### config.mk
export PLATFORM = sky130hd
export DESIGN_NAME = hosts_record_line_parser_flat
export DESIGN_NICKNAME = d
export VERILOG_FILES = /design/src/hw/rtl/hrlp_pkg.sv /design/src/hw/rtl/hrlp_if.sv /design/src/hw/rtl/hosts_record_line_parser.sv /design/src/flat_wrapper.sv
export VERILOG_INCLUDE_DIRS = /design/src /design/src/hw/rtl
export SDC_FILE = /design/constraint.sdc
export NUM_CORES = 1
export LEC_CHECK = 0
export BUFFER_PORTS_ARGS = -buffer_cell sky130_fd_sc_hd__buf_4
export CELL_PAD_IN_SITES_DETAIL_PLACEMENT = 1
export CELL_PAD_IN_SITES_GLOBAL_PLACEMENT = 2
export CORE_MARGIN = 5
export CORE_UTILIZATION = 40
export DETAILED_ROUTE_END_ITERATION = 10
export GPL_TIMING_DRIVEN = 1
export PLACE_DENSITY = 0.91
export SLEW_MARGIN = 20
export SYNTH_ARGS = -nofsm -noshare
export SYNTH_HDL_FRONTEND = slang
export SYNTH_SLANG_ARGS = --single-unit
### constraint.sdc
create_clock -name clk -period 9.1 [get_ports clk]
set_input_delay 0.91 -clock clk [delete_from_list [all_inputs] [get_ports clk]]
set_output_delay 0.91 -clock clk [all_outputs]
set_load 0.02 [all_outputs]
### src/hw/rtl/assert_macros.svh
// Assertion macros included by the RTL of the hosts record line parser.
`ifndef ASSERT_MACROS_SVH
`define ASSERT_MACROS_SVH
`ifndef SYNTH
// Checked property, switched off while reset is asserted.
`define ASSERT_CLK(lbl, clk, rst_n, prop, msg) \
  lbl: assert property (@(posedge clk) disable iff (!rst_n) prop) else $error(msg);
// Checked property, evaluated on every edge including during reset.
`define ASSERT_ALWAYS(lbl, clk, prop, msg) \
  lbl: assert property (@(posedge clk) prop) else $error(msg);
`else
`define ASSERT_CLK(lbl, clk, rst_n, prop, msg)
`define ASSERT_ALWAYS(lbl, clk, prop, msg)
`endif
`endif

### src/hw/rtl/hrlp_pkg.sv
// Types and constants of the hosts record line parser.
package hrlp_pkg;

  // Parse phase of the running record.
  typedef enum logic [1:0] {
    PH_IDLE = 2'd0,
    PH_ADDR = 2'd1,
    PH_NAME = 2'd2
  } phase_t;

  // Result status codes.
  typedef enum logic [1:0] {
    ST_OK      = 2'd0,
    ST_INVALID = 2'd1,
    ST_EOF     = 2'd2
  } status_t;

  // Running state of one record.
  typedef struct packed {
    phase_t      phase;
    logic [31:0] addr;
    logic [15:0] grp;
    logic [1:0]  dots;
    logic        grp_nonempty;
    logic [7:0]  name_len;
    logic [6:0]  labels;
    logic        prev_dot;
    logic        err;
  } rec_state_t;

  localparam rec_state_t REC_CLEAR = '0;

  // Character codes.
  localparam logic [7:0] CH_ZERO  = 8'h30;
  localparam logic [7:0] CH_NINE  = 8'h39;
  localparam logic [7:0] CH_DOT   = 8'h2E;
  localparam logic [7:0] CH_SPACE = 8'h20;
  localparam logic [7:0] CH_LF    = 8'h0A;
  localparam logic [7:0] CH_CR    = 8'h0D;

  // Limits.
  localparam logic [1:0] LAST_DOT   = 2'd3;
  localparam logic [7:0] MAX_LEN    = 8'd255;
  localparam logic [6:0] MAX_LABELS = 7'd127;

endpackage

### src/hw/rtl/hrlp_if.sv
// Valid/ready channel interfaces for bytes in and records out.
interface hrlp_in_if;
  logic       valid;
  logic       ready;
  logic [7:0] text_byte;
  logic       buffer_last;

  modport source (output valid, text_byte, buffer_last, input ready);
  modport sink (input valid, text_byte, buffer_last, output ready);
endinterface

interface hrlp_out_if;
  logic        valid;
  logic        ready;
  logic [1:0]  status;
  logic [31:0] ipv4_address;
  logic [7:0]  name_length;
  logic [6:0]  label_count;

  modport source (output valid, status, ipv4_address, name_length, label_count,
                  input ready);
  modport sink (input valid, status, ipv4_address, name_length, label_count,
                output ready);
endinterface

### src/hw/rtl/hosts_record_line_parser.sv
// Hosts record line parser: bytes of "a.b.c.d name" lines in, one record per line out.
//
// The in_chan channel carries one text byte per request, with buffer_last set on
// the final byte of a buffer. The out_chan channel carries one record per request:
// status (okay, invalid, end of buffer), the IPv4 address, the name length and the
// label count; the value fields are zero unless the status is okay.
// A request is taken at a rising edge with valid and ready both high.
// Throughput is one byte per cycle while no result waits on the receiver. A byte is
// held in the input register; the per-byte update of the record state and the result
// are formed from it combinationally and captured in the output register, which
// offers it. Bytes that produce no result (neither a record's closing byte nor a
// buffer's final byte) pass without waiting on the receiver; a byte that produces a
// result waits only while the output register is full and not being taken, and no
// further byte is taken while it waits. Line ends between records are skipped.
// Synchronous active-low reset empties both registers and returns the parser to
// between records; no clearing pass is needed.
module hosts_record_line_parser (
  input  logic              clk,
  input  logic              rst_n,
  hrlp_in_if.sink           in_chan,
  hrlp_out_if.source        out_chan
);

  `include "assert_macros.svh"

  // Input register.
  logic       s1_valid_r;
  logic [7:0] s1_byte_r;
  logic       s1_last_r;

  // Record state.
  hrlp_pkg::rec_state_t state_r, state_nxt, work;

  // Output register.
  logic        out_valid_r;
  logic [1:0]  out_status_r;
  logic [31:0] out_addr_r;
  logic [7:0]  out_len_r;
  logic [6:0]  out_labels_r;

  logic        eol, is_digit, label_start;
  logic [15:0] grp_times10;
  logic        fin, emit, rec_ok, out_free, s1_fire;
  logic [1:0]  res_status;
  logic [31:0] res_addr;
  logic [7:0]  res_len;
  logic [6:0]  res_labels;

  assign eol = (s1_byte_r == hrlp_pkg::CH_LF) || (s1_byte_r == hrlp_pkg::CH_CR);
  assign is_digit = (s1_byte_r >= hrlp_pkg::CH_ZERO) && (s1_byte_r <= hrlp_pkg::CH_NINE);
  assign grp_times10 = {state_r.grp[12:0], 3'b000} + {state_r.grp[14:0], 1'b0};

  // Per-byte update of the record state, before the record is closed.
  always_comb begin
    work = state_r;
    label_start = (state_r.name_len == 8'd0) || state_r.prev_dot;
    if ((state_r.phase == hrlp_pkg::PH_IDLE) && !eol) begin
      work = hrlp_pkg::REC_CLEAR;
      work.phase = hrlp_pkg::PH_ADDR;
    end
    if (!eol && !work.err) begin
      case (work.phase)
        hrlp_pkg::PH_ADDR: begin
          if (is_digit) begin
            work.grp = work.grp_nonempty
                     ? grp_times10 + {12'd0, s1_byte_r[3:0]}
                     : {12'd0, s1_byte_r[3:0]};
            work.grp_nonempty = 1'b1;
          end else if (s1_byte_r == hrlp_pkg::CH_DOT) begin
            if (!work.grp_nonempty || (work.dots == hrlp_pkg::LAST_DOT)) begin
              work.err = 1'b1;
            end else begin
              work.addr = {work.addr[23:0], 8'd0} + {16'd0, work.grp};
              work.dots = work.dots + 2'd1;
              work.grp = 16'd0;
              work.grp_nonempty = 1'b0;
            end
          end else if (s1_byte_r == hrlp_pkg::CH_SPACE) begin
            if ((work.dots != hrlp_pkg::LAST_DOT) || !work.grp_nonempty || s1_last_r) begin
              work.err = 1'b1;
            end else begin
              work.addr = {work.addr[23:0], 8'd0} + {16'd0, work.grp};
              work.grp = 16'd0;
              work.grp_nonempty = 1'b0;
              work.phase = hrlp_pkg::PH_NAME;
              work.name_len = 8'd0;
              work.labels = 7'd0;
              work.prev_dot = 1'b0;
            end
          end else begin
            work.err = 1'b1;
          end
        end
        hrlp_pkg::PH_NAME: begin
          if (s1_byte_r == hrlp_pkg::CH_DOT) begin
            if (label_start) begin
              work.err = 1'b1;
            end
            work.prev_dot = 1'b1;
          end else begin
            if (label_start && (work.labels != hrlp_pkg::MAX_LABELS)) begin
              work.labels = work.labels + 7'd1;
            end
            work.prev_dot = 1'b0;
          end
          if (work.name_len != hrlp_pkg::MAX_LEN) begin
            work.name_len = work.name_len + 8'd1;
          end
        end
        default: begin
        end
      endcase
    end
  end

  // A record closes at a line end or at the end of the buffer.
  assign fin = (work.phase != hrlp_pkg::PH_IDLE) && (eol || s1_last_r);
  assign emit = fin || s1_last_r;
  assign rec_ok = !work.err && (work.phase == hrlp_pkg::PH_NAME) && !work.prev_dot;

  // Result fields.
  always_comb begin
    res_status = hrlp_pkg::ST_EOF;
    res_addr = 32'd0;
    res_len = 8'd0;
    res_labels = 7'd0;
    if (fin && rec_ok) begin
      res_status = hrlp_pkg::ST_OK;
      res_addr = work.addr;
      res_len = work.name_len;
      res_labels = work.labels;
    end else if (fin) begin
      res_status = hrlp_pkg::ST_INVALID;
    end
  end

  // Next record state.
  always_comb begin
    state_nxt = emit ? hrlp_pkg::REC_CLEAR : work;
  end

  // Handshake control.
  assign out_free = !out_valid_r || out_chan.ready;
  assign s1_fire = s1_valid_r && (!emit || out_free);
  assign in_chan.ready = !s1_valid_r || s1_fire;

  // Input register.
  always_ff @(posedge clk) begin
    if (!rst_n) begin
      s1_valid_r <= 1'b0;
    end else if (in_chan.ready) begin
      s1_valid_r <= in_chan.valid;
    end
  end

  always_ff @(posedge clk) begin
    if (in_chan.valid && in_chan.ready) begin
      s1_byte_r <= in_chan.text_byte;
      s1_last_r <= in_chan.buffer_last;
    end
  end

  // Record state register.
  always_ff @(posedge clk) begin
    if (!rst_n) begin
      state_r <= hrlp_pkg::REC_CLEAR;
    end else if (s1_fire) begin
      state_r <= state_nxt;
    end
  end

  // Output register.
  always_ff @(posedge clk) begin
    if (!rst_n) begin
      out_valid_r <= 1'b0;
    end else if (out_free) begin
      out_valid_r <= s1_fire && emit;
    end
  end

  always_ff @(posedge clk) begin
    if (s1_fire && emit && out_free) begin
      out_status_r <= res_status;
      out_addr_r <= res_addr;
      out_len_r <= res_len;
      out_labels_r <= res_labels;
    end
  end

  assign out_chan.valid = out_valid_r;
  assign out_chan.status = out_status_r;
  assign out_chan.ipv4_address = out_addr_r;
  assign out_chan.name_length = out_len_r;
  assign out_chan.label_count = out_labels_r;

  // Checks.
  `ASSERT_ALWAYS(a_reset_empties, clk, !rst_n |=> !out_valid_r && !s1_valid_r, "reset left a request pending")
  `ASSERT_CLK(a_bad_zero, clk, rst_n, out_valid_r && (out_status_r != hrlp_pkg::ST_OK) |-> (out_addr_r == 32'd0) && (out_len_r == 8'd0) && (out_labels_r == 7'd0), "non-okay result carries values")
  `ASSERT_CLK(a_name_dots, clk, rst_n, (state_r.phase == hrlp_pkg::PH_NAME) |-> (state_r.dots == hrlp_pkg::LAST_DOT), "name phase without four groups")
  `ASSERT_CLK(a_idle_clear, clk, rst_n, (state_r.phase == hrlp_pkg::PH_IDLE) |-> (state_r == hrlp_pkg::REC_CLEAR), "idle with stale record state")
  `ASSERT_CLK(a_labels_le_len, clk, rst_n, 8'(state_r.labels) <= state_r.name_len, "more labels than name bytes")

endmodule
### src/flat_wrapper.sv
// flat-port wrapper written by rule: the top's interface ports become plain ports
module hosts_record_line_parser_flat 
  (clk, rst_n, in_chan_valid, in_chan_text_byte, in_chan_buffer_last, in_chan_ready, out_chan_valid, out_chan_status, out_chan_ipv4_address, out_chan_name_length, out_chan_label_count, out_chan_ready);
  hrlp_in_if in_chan_i ();
  hrlp_out_if out_chan_i ();
  input  logic clk;
  input  logic rst_n;
  input wire logic [$bits(in_chan_i.valid)-1:0] in_chan_valid;
  input wire logic [$bits(in_chan_i.text_byte)-1:0] in_chan_text_byte;
  input wire logic [$bits(in_chan_i.buffer_last)-1:0] in_chan_buffer_last;
  output wire logic [$bits(in_chan_i.ready)-1:0] in_chan_ready;
  output wire logic [$bits(out_chan_i.valid)-1:0] out_chan_valid;
  output wire logic [$bits(out_chan_i.status)-1:0] out_chan_status;
  output wire logic [$bits(out_chan_i.ipv4_address)-1:0] out_chan_ipv4_address;
  output wire logic [$bits(out_chan_i.name_length)-1:0] out_chan_name_length;
  output wire logic [$bits(out_chan_i.label_count)-1:0] out_chan_label_count;
  input wire logic [$bits(out_chan_i.ready)-1:0] out_chan_ready;
  assign in_chan_i.valid = in_chan_valid;
  assign in_chan_i.text_byte = in_chan_text_byte;
  assign in_chan_i.buffer_last = in_chan_buffer_last;
  assign in_chan_ready = in_chan_i.ready;
  assign out_chan_valid = out_chan_i.valid;
  assign out_chan_status = out_chan_i.status;
  assign out_chan_ipv4_address = out_chan_i.ipv4_address;
  assign out_chan_name_length = out_chan_i.name_length;
  assign out_chan_label_count = out_chan_i.label_count;
  assign out_chan_i.ready = out_chan_ready;
  hosts_record_line_parser u_core (.clk(clk), .rst_n(rst_n), .in_chan(in_chan_i), .out_chan(out_chan_i));
endmodule
==> flow_summary.toml <==
[outcome]
status = "completed"

[yosys]
ys_ff_latch = 130
syn_area_per_cell_sq_um = 8.90
ys_warn_count = 0
ys_seq_area_share_pct = 43.4
syn-instance-count = 825
syn-num-nets = 877
synth_area_sq_um = 7340
synth_edf_count = 58
ys_types = 68
async_flop_share_pct = 0
ys.flop_type = "dfxtp_1"

[power]
seq_power_share_pct = 44.9
switching_power_mw = 0.308
power_density_nw_per_um2 = 160
power_frac_comb_pct = 3.5
clockPowerShare_pct = 51.6
swShare_pct = 22.4
p_int_mw = 1.07
leakage_nw = 3.24
power_mw = 1.37
peakVddDrop_uv = 122

[critical_path]
start_kind = "flip-flop"
crit_type = "flip-flop to flip-flop"
cp_max_fo = 47
critical_path_required_ps = 9260
crit_path_end_kind = "flip-flop"
worst_ep_arrival_time_ps = 4740

[finish]
fin_cells = 1116
nFillCells = 2095
layout-drive-gt1-share_pct = 14.0
final_area_sq_um = 8590
synthToLayoutAreaGrowth_pct = 17.0
nets = 926
postLayoutCoreUtil_pct = 47.7
n_antenna_cell = 0

[sta]
skew_ps = 10.6
worstMarginPinSlew_ps = 1070
fmax_mhz = 219
fin_setup_tns_ps = 0
relSlewSlack_pct = 28.3
setup-violations-final = 0
post-route-period-util_pct = 50.3
fin_hold_ws_ps = 459
final_hold_viol_count = 0
setup_slack_ps = 4530
period_needed_ps = 4570
rsz0062_at_grt = "no"
drv_slew = 0

[cts]
cts_buffers = 17
root_buffer = "clkbuf_16"
clock_path_buffers = 2
ctsHtreeMaxLevel = 4
ctsHoldBuffers = 0
post-cts-setup-buffers = 0
cts.sinks = 130
cts_tree = "done"
clk_latency_ps = 430
clkTransAtPathRegs_ps = 60
cts_resized = 0

[floorplanning]
core_area_sq_um = 18000
rows = 49
dieHeight_microns = 145
start_util_pct = 40.7
dieArea_sq_um = 21200
ios = 64
die_w_microns = 145

[route]
drc = 0
wire_per_inst_microns = 19.3
ant_nets = 0
drt_wl_total_mm = 21.5
dr.first_iter.drc_count = 447
num_vias = 6465
viasPerCell = 5.79
drt-pass1-iter-count = 5

[placement]
dpl_cell_area_sq_um = 7970
place_congestion = 0.854
io_buffers = 63
post-place-ws_ps = 4510
place_hpwl_mm = 15.2
dp_cells = 1084

[grt]
grt_pass1_vias = 6675
overflow = 0
grt_pass1_wl_mm = 35.7
grt_usage_pct = 20.5
antenna_found_initial = 0
grt_max_degree = 48

[worst_hold_path]
hold_class = "flip-flop to flip-flop"

[flow_run]
drv_cap = 0
## final cells by class
cell class | instances | area (sq um) | share of cell area (%)
Clock buffer | 23 | 532 | 6.19
Inverter | 17 | 63.8 | 0.743
Multi-Input combinational cell | 635 | 3890 | 45.3
Tap cell | 229 | 287 | 3.34
Timing Repair Buffer | 73 | 548 | 6.38
Sequential cell | 130 | 3180 | 37.1
Clock inverter | 9 | 87.6 | 1.02
## layout by cell type (no fill, tap or decap), types with 5 or more instances in the layout
master	count
a21o_1	5
o31ai_1	5
nor4_1	9
o21ai_0	45
nor3_1	17
nor2b_1	5
dfxtp_1	72
a21oi_1	61
a22oi_1	16
nand3b_1	7
a22o_1	8
nand4_1	8
or3_1	6
o41ai_1	6
clkbuf_16	20
edfxtp_1	58
and2_1	21
nand2_1	105
nor2_1	102
a32oi_1	5
buf_4	73
ha_1	36
nand3_1	29
xor2_1	12
xnor2_1	26
and3_1	12
o21ai_1	8
inv_1	17
a31oi_1	9
## sequential cells by signal, summed over array words and instances (netlist names)
| register | cells |
|---|---|
| u_core.state_r | 70 |
| u_core.out_chan.ipv4_address | 32 |
| u_core.out_chan.name_length | 8 |
| u_core.s1_byte_r | 8 |
| u_core.out_chan.label_count | 7 |
| u_core.out_chan.status | 2 |
| u_core.out_chan.valid | 1 |
| u_core.s1_last_r | 1 |
| u_core.s1_valid_r | 1 |
## critical path, cell delays in order, from the launching register on
cell      delay [ps]
edfxtp_1         410
or4b_4           560
a211o_1          440
nand2_1          180
buf_4            440
and2_1           210
ha_1             190
fa_1             230
a21o_1           130
maj3_1           220
a31oi_1          130
o21ai_0          260
nand3_1          260
or3_1            410
a21oi_1          160
nor2_1            60
## metal layers
metal | global-route usage (%) | share of wire (%) | vias up
met3 | 5.23 | 4.2 | 25
met2 | 33.6 | 48 | 135
met5 | 0 | 0 | -
met1 | 27.5 | 46 | 3209
li1 | - | - | 3096
met4 | 4.66 | 1.2 | 0
## Yosys cell counts, types with 3 or more instances
cell       count  area, sq um
o21ai_1        9         45.0
buf_6          5         56.3
and2_1        21          131
and3_1        12         75.1
nand3_1       29          145
inv_1         17         63.8
mux2i_1        4         40.0
edfxtp_1      58         1740
a31oi_1        9         56.3
o211ai_1       3         22.5
o21ai_0       45          225
a32oi_1        5         43.8
a21o_1         5         37.5
a22o_1         8         70.1
a41oi_1        4         35.0
clkbuf_1      24         90.1
or3_1          6         37.5
ha_1          36          450
nor2_1       104          390
nor2b_1        5         31.3
a2bb2oi_1      4         35.0
a211oi_1       4         30.0
xnor2_1       26          228
o21a_1         4         30.0
nand4_1        8         50.1
nor4_1         9         56.3
o41ai_1        6         52.6
nand3b_1       7         52.6
nand2_1      105          394
fa_1           3         60.1
dfxtp_1       72         1440
nor3_1        17         85.1
a21oi_1       61          305
buf_2         14         70.1
xor2_1        12          105
o31ai_1        5         37.5
a22oi_1       16          120
or2_2          4         25.0
## worst paths after layout
check                                                startpoint                                             end  slack (ps)  depth (start not counted)
worst min-delay path            u_core.state_r[65]$_SDFFE_PN0N_                 u_core.state_r[65]$_SDFFE_PN0N_         460                          2
worst max register to register    u_core.s1_byte_r[4]$_DFFE_PP_  u_core.out_chan.ipv4_address[22]$_SDFFCE_PN0P_        4530                         15
worst max-delay path              u_core.s1_byte_r[4]$_DFFE_PP_  u_core.out_chan.ipv4_address[22]$_SDFFCE_PN0P_        4530                         15
worst min register to register  u_core.state_r[65]$_SDFFE_PN0N_                 u_core.state_r[65]$_SDFFE_PN0N_         460                          2
## power by group through the flow
| stage | Clock (mW) | Combinational (mW) | Sequential [mW] |
|---|---|---|---|
| after floorplan | 0 | 0.0272 | 0.630 |
| after global placement | 0 | 0.0463 | 0.630 |
| after detailed placement | 0 | 0.0469 | 0.630 |
| after CTS | 0.719 | 0.0474 | 0.617 |
| after global routing | 0.746 | 0.0521 | 0.618 |
| final | 0.709 | 0.0474 | 0.617 |
## cell families after synthesis
kind of cell	after synthesis	synth area share (%)
compound gates	212	19.0
xor+xnor	38	4.53
fa+ha+maj	40	7.09
buf+inv	60	3.82
flops	130	43.4
mux	4	0.546
simple gates	341	21.6
Note: power is estimated with default switching activity, not from simulation.
